$ cat config.mk
export PLATFORM = sky130hd
export DESIGN_NAME = cspt_ram
export DESIGN_NICKNAME = d
export VERILOG_FILES = /design/src/sv/cspt_ram.sv
export SDC_FILE = /design/constraint.sdc
export NUM_CORES = 1
export LEC_CHECK = 0
export ABC_AREA = 1
export BUFFER_PORTS_ARGS = -buffer_cell sky130_fd_sc_hd__buf_2
export CORE_AREA = 4 4 262 187
export DETAILED_ROUTE_END_ITERATION = 12
export DIE_AREA = 0 0 266 191
export GPL_ROUTABILITY_DRIVEN = 0
export GPL_TIMING_DRIVEN = 0
export MAX_ROUTING_LAYER = met4
export PLACE_DENSITY = 0.66
export SLEW_MARGIN = 0
export SYNTH_ARGS = -nofsm -noshare
export SYNTH_HDL_FRONTEND = slang
export SYNTH_SLANG_ARGS = --single-unit
export TNS_END_PERCENT = 20
$ cat constraint.sdc
create_clock -name clk -period 4.15 [get_ports clk]
set_input_delay 0.6225 -clock clk [delete_from_list [all_inputs] [get_ports clk]]
set_output_delay 0.6225 -clock clk [all_outputs]
set_load 0.1 [all_outputs]
$ cat src/sv/cspt_ram.sv
// Generic single-port-write, single-port-read RAM with registered read data.
`timescale 1ns / 1ps

module cspt_ram #(
    parameter int WIDTH = 32,
    parameter int DEPTH = 16,
    localparam int ADDR_W = (DEPTH > 1) ? $clog2(DEPTH) : 1
)(
    input  logic              clk,
    input  logic              we,
    input  logic [ADDR_W-1:0] waddr,
    input  logic [WIDTH-1:0]  wdata,
    input  logic              re,
    input  logic [ADDR_W-1:0] raddr,
    output logic [WIDTH-1:0]  rdata
);

    logic [WIDTH-1:0] mem [DEPTH];
    logic [WIDTH-1:0] rdata_reg;

    always_ff @(posedge clk)
    begin
        if (we)
        begin
            mem[waddr] <= wdata;
        end
        if (re)
        begin
            rdata_reg <= mem[raddr];
        end
    end

    assign rdata = rdata_reg;

endmodule

==> flow_metrics.py, run 1 <==
metrics = {
    "grt": {
        "track_usage_pct": 25.4,
        "grt_max_degree": 33,
        "grt_first_pass_wirelength_mm": 92.8,
        "antenna_found_initial": 0,
        "grt_overflow_total": 0,
        "grt_pass1_vias": 14807,
    },
    "cts": {
        "clk_latency_ns": 0.59,
        "clk_pin_slew_worst_paths_ns": 0.06,
        "root_buffer": "clkbuf_16",
        "cts_sinks": 544,
        "holdBufCountCts": 0,
        "cts_tree": "built",
        "h-tree-depth": 2,
        "ctsResizeCount": 0,
        "postCtsSetupBuffers": 0,
        "cts_buffer_depth": 3,
        "numCtsBuffers": 52,
    },
    "floorplanning": {
        "die_w_um": 266,
        "fp.coreArea_um2": 46200,
        "design.portCount": 75,
        "rows": 66,
        "initial_core_util_pct": 49.8,
        "die_h_um": 191,
        "dieArea_um2": 50800,
    },
    "synthesis": {
        "synthTopCellsByArea": "edfxtp_1, nand2_1, nand3_1",
        "synthArstFlopShare_pct": 0,
        "synthTopCellsByCount": "nand2_1, edfxtp_1, inv_1, nand3_1, buf_2",
        "syn_nets": 2163,
        "yosys.area.top_type": "edfxtp_1",
        "ys_warn_count": 0,
        "synthFlopType": "edfxtp_1",
        "synth_edf_count": 544,
        "synth-seq-cells": 544,
        "syn_area_per_cell_um2": 10.9,
        "yosysMostFrequentCell": "nand2_1",
        "synthCells": 2120,
        "synth_top_area_share_pct": 70.9,
        "ys_seq_area_share_pct": 70.9,
        "syn_area_um2": 23100,
        "synth.distinct_cells": 14,
    },
    "placement": {
        "dpl.hpwl_mm": 39.5,
        "postPlaceCellArea_um2": 24600,
        "dp_slack_ns": 1.70,
        "port_buffers": 72,
    },
    "worst_setup_path": {
        "cp-endpoint": "rdata[9]",
        "r2r_cells": 6,
        "path_max_fanout": 1,
        "cp_cell_sequence": "buf_2",
        "critPathLaunch": "rdata[9]$_DFFE_PP_",
        "r2r_setup_slack_ns": 2.84,
        "r2r-start": "mem[9][17]$_DFFE_PP_",
        "arrival_ns": 1.35,
        "path_class": "reg -> out",
        "cp.depth": 1,
        "worstReg2RegEnd": "rdata[17]$_DFFE_PP_",
        "cp.buffers_inverters": 1,
        "worst_setup_path_end_kind": "primary output",
        "start_kind": "flip-flop",
        "slowest_stage": "buf_2",
        "cp_top_family": "buffers and inverters",
        "cp.required_ns": 3.53,
        "slowest_delay_ns": 0.42,
    },
    "finish": {
        "nets": 2305,
        "area_growth_pct": 13.8,
        "design_area_um2": 26200,
        "largest_register_ff_count": 512,
        "diodes": 0,
        "layout-drive-gt1-share_pct": 11.0,
    },
    "hold_path": {
        "hold_class": "in -> reg",
    },
    "power": {
        "power_mw": 11.8,
        "p_leak_nw": 11.1,
        "irDropWorstVdd_mv": 0.321,
        "power_density_nw_per_um2": 449,
    },
    "drt": {
        "dr.pass1.iters": 6,
        "vias": 15483,
        "postRouteWirelength_mm": 63.0,
        "vias_per_cell": 5.31,
        "drt_iter0_drc": 1903,
        "drc": 0,
        "wire_per_inst_um": 21.6,
        "postRouteAntennaNets": 0,
    },
    "flow_run": {
        "maxCapViolCount": 0,
    },
    "sta": {
        "final_max_slew_viol_count": 0,
        "timing.fmax_mhz": 506,
        "finalCriticalPeriod_ns": 1.97,
        "slew_headroom_pct": 32.5,
        "fin_setup_tns_ns": 0,
        "tightest_slew_ns": 1.01,
        "hold_slack_ns": 0.412,
        "final_hold_viol_count": 0,
        "fin_crit_sh_pct": 47.6,
        "fin_skew_ns": 0.0166,
        "setup_viol": 0,
        "rsz0062_at_grt": "false",
        "worst_slack_ns": 2.18,
    },
    "status": {
        "outcome": "finished, final reports clean",
    },
}
-- how the worst min path moves through the flow --
stage,from,endpoint,slack (ns),cells past startpoint
2_1_floorplan,mem[10][0]$_DFFE_PP_,rdata[0]$_DFFE_PP_,0.68,6
3_3_place_gp,mem[10][3]$_DFFE_PP_,rdata[3]$_DFFE_PP_,0.73,6
3_5_place_dp,mem[10][15]$_DFFE_PP_,rdata[15]$_DFFE_PP_,0.73,6
4_1_cts,wdata[18],mem[11][18]$_DFFE_PP_,0.39,1
5_1_grt,wdata[18],mem[10][18]$_DFFE_PP_,0.41,1
6_report,wdata[7],mem[9][7]$_DFFE_PP_,0.41,1
-- stage by stage --
step	instances	util, %
2_1_floorplan	2120	-
3_3_place_gp	2804	52.3
3_5_place_dp	2820	53.3
4_1_cts	2917	56.7
5_1_grt	2917	56.7
6_report	2917	56.7
-- placed cells by master (no fill, tap or decap) --
| cell type | instances |
|---|---|
| inv_4 | 1 |
| buf_12 | 15 |
| clkinv_2 | 8 |
| clkbuf_1 | 26 |
| inv_6 | 3 |
| buf_1 | 14 |
| buf_4 | 6 |
| edfxtp_1 | 544 |
| buf_16 | 2 |
| clkinv_1 | 15 |
| clkinvlp_4 | 3 |
| nand2_1 | 677 |
| buf_6 | 29 |
| nor2_1 | 1 |
| clkbuf_16 | 53 |
| inv_2 | 1 |
| nand3b_1 | 2 |
| inv_1 | 388 |
| nand3_1 | 385 |
| buf_2 | 113 |
| nor2_4 | 16 |
| bufinv_16 | 3 |
-- kinds of logic (layout without fill, tap and decap cells) --
| logic type | after synthesis | count (layout) | synth area share, % |
|---|---|---|---|
| flip-flops | 544 | 544 | 70.9 |
| buffers and inverters | 495 | 680 | 9.41 |
| AND/OR/NAND/NOR | 1081 | 1081 | 19.7 |
-- report_power, final --
group | internal, mW | switching (mW) | total [mW] | leakage, nW
Clock | 2.53 | 2.03 | 4.55 | 0.779
Combinational | 0.229 | 0.779 | 1.01 | 5.40
Sequential | 6.19 | 0.0281 | 6.22 | 4.94
-- per-layer routing --
| layer | part of all wire, % | track usage, % | vias up |
|---|---|---|---|
| li1 | - | - | 7162 |
| met5 | 0 | - | - |
| met1 | 42 | 35.4 | 7338 |
| met4 | 3.6 | 8.73 | 0 |
| met3 | 10 | 4.61 | 154 |
| met2 | 44 | 38.2 | 829 |
-- area by class of cell --
| class | instances | area (um2) |
|---|---|---|
| repair buffers | 88 | 696 |
| multi-input cells | 1081 | 4670 |
| fillers | 3807 | 20000 |
| inverters | 390 | 1470 |
| clock buffers | 65 | 1370 |
| plain buffers | 105 | 702 |
| well taps | 612 | 766 |
| clock inverters | 32 | 235 |
| flip-flops and latches | 544 | 16300 |
Note: power is estimated with default switching activity, not from simulation.
==> run 2, diff against run 1 <==
PLACE_DENSITY = 0.69   (was 0.66)
clock period = 1.6 ns   (was 4.15 ns; I/O delays follow)
==> flow_metrics.py, run 2 (same netlist as run 1, synthesis figures left out) <==
metrics = {
    "status": {
        "outcome": "finished, violations left",
        "violations": "negative setup slack",
    },
    "cts": {
        "holdBufCountCts": 0,
        "h-tree-depth": 2,
        "cts_tree": "built",
        "clk_latency_ns": 0.59,
        "root_buffer": "clkbuf_16",
        "numCtsBuffers": 51,
        "cts_sinks": 544,
        "clk_pin_slew_worst_paths_ns": 0.06,
        "postCtsSetupBuffers": 0,
        "cts_buffer_depth": 3,
    },
    "sta": {
        "rsz0062_at_grt": "false",
        "fin_crit_sh_pct": 101,
        "fin_skew_ns": 0.0130,
        "setup_viol": 1,
        "final_max_slew_viol_count": 0,
        "hold_slack_ns": 0.0330,
        "fin_setup_tns_ns": -0.0214,
        "tightest_slew_ns": 0.990,
        "final_hold_viol_count": 0,
        "worst_slack_ns": -0.0214,
        "timing.fmax_mhz": 617,
        "finalCriticalPeriod_ns": 1.62,
        "slew_headroom_pct": 34.0,
    },
    "grt": {
        "grt_overflow_total": 0,
        "grt_pass1_vias": 14833,
        "grt_first_pass_wirelength_mm": 91.9,
        "antenna_found_initial": 0,
        "track_usage_pct": 25.1,
        "grt_max_degree": 33,
    },
    "power": {
        "clkPwrFrac_pct": 40.5,
        "power_frac_comb_pct": 8.3,
        "netSwitchingFraction_pct": 23.3,
        "power_mw": 31.5,
        "pwr-share-seq_pct": 51.2,
        "p_leak_nw": 11.2,
        "power_switching_mw": 7.34,
        "irDropWorstVdd_mv": 0.837,
        "p_int_mw": 24.1,
        "power_density_nw_per_um2": 1190,
    },
    "drt": {
        "drt_iter0_drc": 2085,
        "postRouteAntennaNets": 0,
        "vias": 15659,
        "vias_per_cell": 5.37,
        "dr.pass1.iters": 6,
        "wire_per_inst_um": 21.3,
        "postRouteWirelength_mm": 62.0,
        "drc": 0,
    },
    "floorplanning": {
        "rows": 66,
        "die_h_um": 191,
        "fp.coreArea_um2": 46200,
        "design.portCount": 75,
        "die_w_um": 266,
        "dieArea_um2": 50800,
        "initial_core_util_pct": 49.8,
    },
    "worst_setup_path": {
        "slowest_delay_ns": 0.74,
        "cp.required_ns": 1.89,
        "cp.buffers_inverters": 3,
        "path_max_fanout": 10,
        "r2r_cells": 6,
        "r2r_setup_slack_ns": 0.20,
        "cp_top_family": "buffers and inverters",
        "worst_setup_path_end_kind": "flip-flop",
        "slowest_stage": "buf_1",
        "cp_cell_sequence": "buf_2 > buf_2 > buf_1 > nand3_1 > nand3_1 > nand2_1",
        "worstReg2RegEnd": "rdata[17]$_DFFE_PP_",
        "arrival_ns": 1.91,
        "start_kind": "input pin",
        "path_class": "in -> reg",
        "r2r-start": "mem[9][17]$_DFFE_PP_",
    },
    "hold_path": {
        "hold_end": "mem[7][10]$_DFFE_PP_",
        "holdPathStages": 1,
        "hold_start": "wdata[10]",
        "hold_class": "in -> reg",
    },
    "finish": {
        "diodes": 0,
        "fin_cells": 2914,
        "largest_register_ff_count": 512,
        "nets": 2304,
        "multi_input_area_um2": 4670,
        "layout_commonest_cell": "nand2_1",
        "layout_common_cells": "nand2_1, edfxtp_1, inv_1",
        "area_growth_pct": 14.7,
        "post-route-util_pct": 57.2,
        "layout-drive-gt1-share_pct": 11.2,
        "register_area_um2": 16300,
        "fillers": 3695,
    },
    "flow_run": {
        "maxCapViolCount": 0,
    },
    "placement": {
        "dpl.hpwl_mm": 40.0,
        "dp.cells": 2820,
        "port_buffers": 72,
    },
}
run 2: changes by cell type in the layout (fill, tap and decap cells not counted), sizes merged:
cell and delta:
inv -3, clkbuf +6, bufinv +6, buf -9
clkinv -2, clkinvlp -1
run 2: metal layers:
layer	wire length, um	GRT usage [%]	share of wire [%]	vias up
met1	25700	35.7	41	7479
met5	0	-	0	-
met2	27700	37.4	45	890
li1	-	-	-	7156
met4	1730	7.27	2.8	0
met3	6860	4.50	11	134
run 2: worst max-delay path by stage:
stage | start | endpoint | slack [ns] | cells after the start
3_5_place_dp | raddr[2] | rdata[17]$_DFFE_PP_ | -0.54 | 6
4_1_cts | rdata[23]$_DFFE_PP_ | rdata[23] | 0.002 | 1
5_1_grt | rdata[5]$_DFFE_PP_ | rdata[5] | 0.0001 | 1
6_report | raddr[2] | rdata[17]$_DFFE_PP_ | -0.02 | 6
2_1_floorplan | waddr[2] | mem[10][0]$_DFFE_PP_ | -0.17 | 2
3_3_place_gp | waddr[2] | mem[8][29]$_DFFE_PP_ | -1.30 | 3
run 2: metrics by stage:
step / setup slack [ns] / area [um2]
3_3_place_gp: -1.30 / 24200
5_1_grt: 0.000110 / 26400
6_report: -0.0214 / 26400
3_5_place_dp: -0.541 / 24700
4_1_cts: 0.00153 / 26400
2_1_floorplan: -0.173 / 23100
run 2: cell type report:
cell class	instances	area share, %
buffer	105	2.65
clock buffer	62	5.14
clock inverter	32	1.44
inverter	390	5.55
multi-input combinational	1081	17.7
sequential	544	61.8
tap	612	2.90
timing repair buffer	88	2.89
run 2: power by group through the flow:
stage	Clock, mW	Sequential, mW	Combinational, mW
after floorplan	0	16.9	1.10
after global placement	0	16.4	2.46
after detailed placement	0	16.4	2.57
after CTS	12.8	16.1	2.59
after global routing	13.4	16.1	2.81
final	12.7	16.1	2.62
run 2: timing repair:
action / 4_1_cts / 5_1_grt
endpoints found under the setup margin: 0 / 9
endpoints found under the hold margin: 0 / 0
gates resized for setup: 0 / 9
==> run 3, diff against run 2 <==
BUFFER_PORTS_ARGS = -buffer_cell sky130_fd_sc_hd__buf_4   (was -buffer_cell sky130_fd_sc_hd__buf_2)
==> flow_metrics.py, run 3 (same netlist as run 1, synthesis figures left out) <==
metrics = {
    "status": {
        "outcome": "finished, final reports clean",
    },
    "sta": {
        "hold_slack_ns": 0.201,
        "finalCriticalPeriod_ns": 1.59,
        "setup_viol": 0,
        "tightest_slew_ns": 1.00,
        "final_hold_viol_count": 0,
        "fin_skew_ns": 0.0117,
        "fin_crit_sh_pct": 99.7,
        "slew_headroom_pct": 33.2,
        "fin_setup_tns_ns": 0,
        "final_max_slew_viol_count": 0,
        "timing.fmax_mhz": 627,
    },
    "grt": {
        "track_usage_pct": 24.9,
        "grt_pass1_vias": 14849,
        "grt_overflow_total": 0,
        "grt_first_pass_wirelength_mm": 91.4,
        "grt_max_degree": 33,
        "antenna_found_initial": 1,
    },
    "worst_setup_path": {
        "path_common_cell": "nand3_1",
        "cp_cell_sequence": "buf_4 > buf_2 > clkdlybuf4s15_1 > nand3_1 > nand3_1 > nand2_1",
        "path_max_fanout": 10,
        "r2r-start": "mem[9][17]$_DFFE_PP_",
        "cp_top_family": "buffers and inverters",
        "worst_setup_path_end_kind": "flip-flop",
        "cp.required_ns": 1.87,
        "start_kind": "input pin",
        "cp.buffers_inverters": 3,
        "slowest_delay_ns": 0.74,
        "slowest_stage": "clkdlybuf4s15_1",
        "path_class": "in -> reg",
        "critPathLaunch": "raddr[2]",
        "arrival_ns": 1.86,
    },
    "floorplanning": {
        "dieArea_um2": 50800,
        "die_h_um": 191,
        "initial_core_util_pct": 49.8,
        "rows": 66,
        "fp.coreArea_um2": 46200,
        "design.portCount": 75,
        "die_w_um": 266,
    },
    "finish": {
        "design_area_um2": 26600,
        "fin_cells": 2936,
        "fillers": 3751,
        "layout_common_cells": "nand2_1, edfxtp_1, inv_1",
        "nets": 2335,
        "largest_register_ff_count": 512,
        "layout-drive-gt1-share_pct": 10.4,
        "diodes": 0,
        "area_growth_pct": 15.5,
        "layout_commonest_cell": "nand2_1",
    },
    "cts": {
        "clk_latency_ns": 0.58,
        "cts_tree": "built",
        "h-tree-depth": 2,
        "clk_pin_slew_worst_paths_ns": 0.06,
        "numCtsBuffers": 51,
        "cts_buffer_depth": 3,
        "cts_sinks": 544,
        "root_buffer": "clkbuf_16",
        "postCtsSetupBuffers": 0,
    },
    "drt": {
        "drc": 0,
        "wire_per_inst_um": 21.0,
        "drt_iter0_drc": 1844,
        "dr.pass1.iters": 6,
        "postRouteAntennaNets": 0,
        "vias": 15480,
        "vias_per_cell": 5.27,
        "postRouteWirelength_mm": 61.6,
    },
    "hold_path": {
        "hold_class": "in -> reg",
        "hold_start": "re",
    },
    "power": {
        "power_density_nw_per_um2": 1120,
        "p_leak_nw": 11.3,
        "irDropWorstVdd_mv": 0.835,
    },
    "placement": {
        "dp.cells": 2820,
        "dpl.hpwl_mm": 39.7,
        "port_buffers": 72,
        "postPlaceCellArea_um2": 24900,
    },
    "flow_run": {
        "maxCapViolCount": 0,
    },
}
-- run 3: changes by cell type in the layout (fill, tap and decap cells not counted) --
cell             delta
dlygate4sd3_1      +32
clkbuf_2            +1
buf_4              +72
clkinv_2            -6
buf_1               -3
clkbuf_1            +5
clkinv_4            -1
buf_2              -63
clkdlybuf4s15_1     +1
bufinv_16           -9
clkinv_1            +4
clkbuf_4            -9
clkinvlp_4          -2
-- run 3: worst paths after layout --
path,endpoint,depth (start not counted),slack [ns]
worst max-delay path,rdata[17]$_DFFE_PP_,6,0.005
worst min-delay path,rdata[30]$_DFFE_PP_,1,0.20
worst max register to register,rdata[17]$_DFFE_PP_,6,0.18
worst min register to register,rdata[26]$_DFFE_PP_,6,0.74
-- run 3: area by class of cell --
class	count	area [um2]	area share [%]
inverter	390	1470	5.51
sequential	544	16300	61.3
timing repair buffer	120	1240	4.66
clock buffer	67	1380	5.18
tap	612	766	2.88
buffer	104	706	2.65
multi-input combinational	1081	4670	17.5
clock inverter	18	72.6	0.272
-- run 3: where the power goes --
part / internal, mW / switching, mW
Combinational: 0.720 / 2.02
Sequential: 16.0 / 0.0759
Clock: 5.98 / 5.00
-- run 3: per-stage QoR --
stage               utilization [%]  total power [mW]  setup WS [ns]
finish                         57.6              29.8        0.00520
CTS                            57.6              29.9         0.0693
floorplan                         -              18.0         -0.173
detailed placement             53.8              19.1         -0.514
global route                   57.6              30.7      -0.000108
global placement               52.8              19.0          -1.31
-- run 3: metal layers --
metal  track usage [%]  vias up  wire length (um)
met1              35.6     7325             25800
met4              6.89        0              1670
met3              3.99      114              6420
met2              37.5      835             27700
met5                 -        -                 0
li1                  -     7206                 -
-- run 3: timing repair --
| item | CTS | global route |
|---|---|---|
| resized for setup | 0 | 3 |
| hold buffers | 32 | 0 |
| endpoints found under the setup margin | 0 | 2 |
| endpoints found under the hold margin | 489 | 0 |
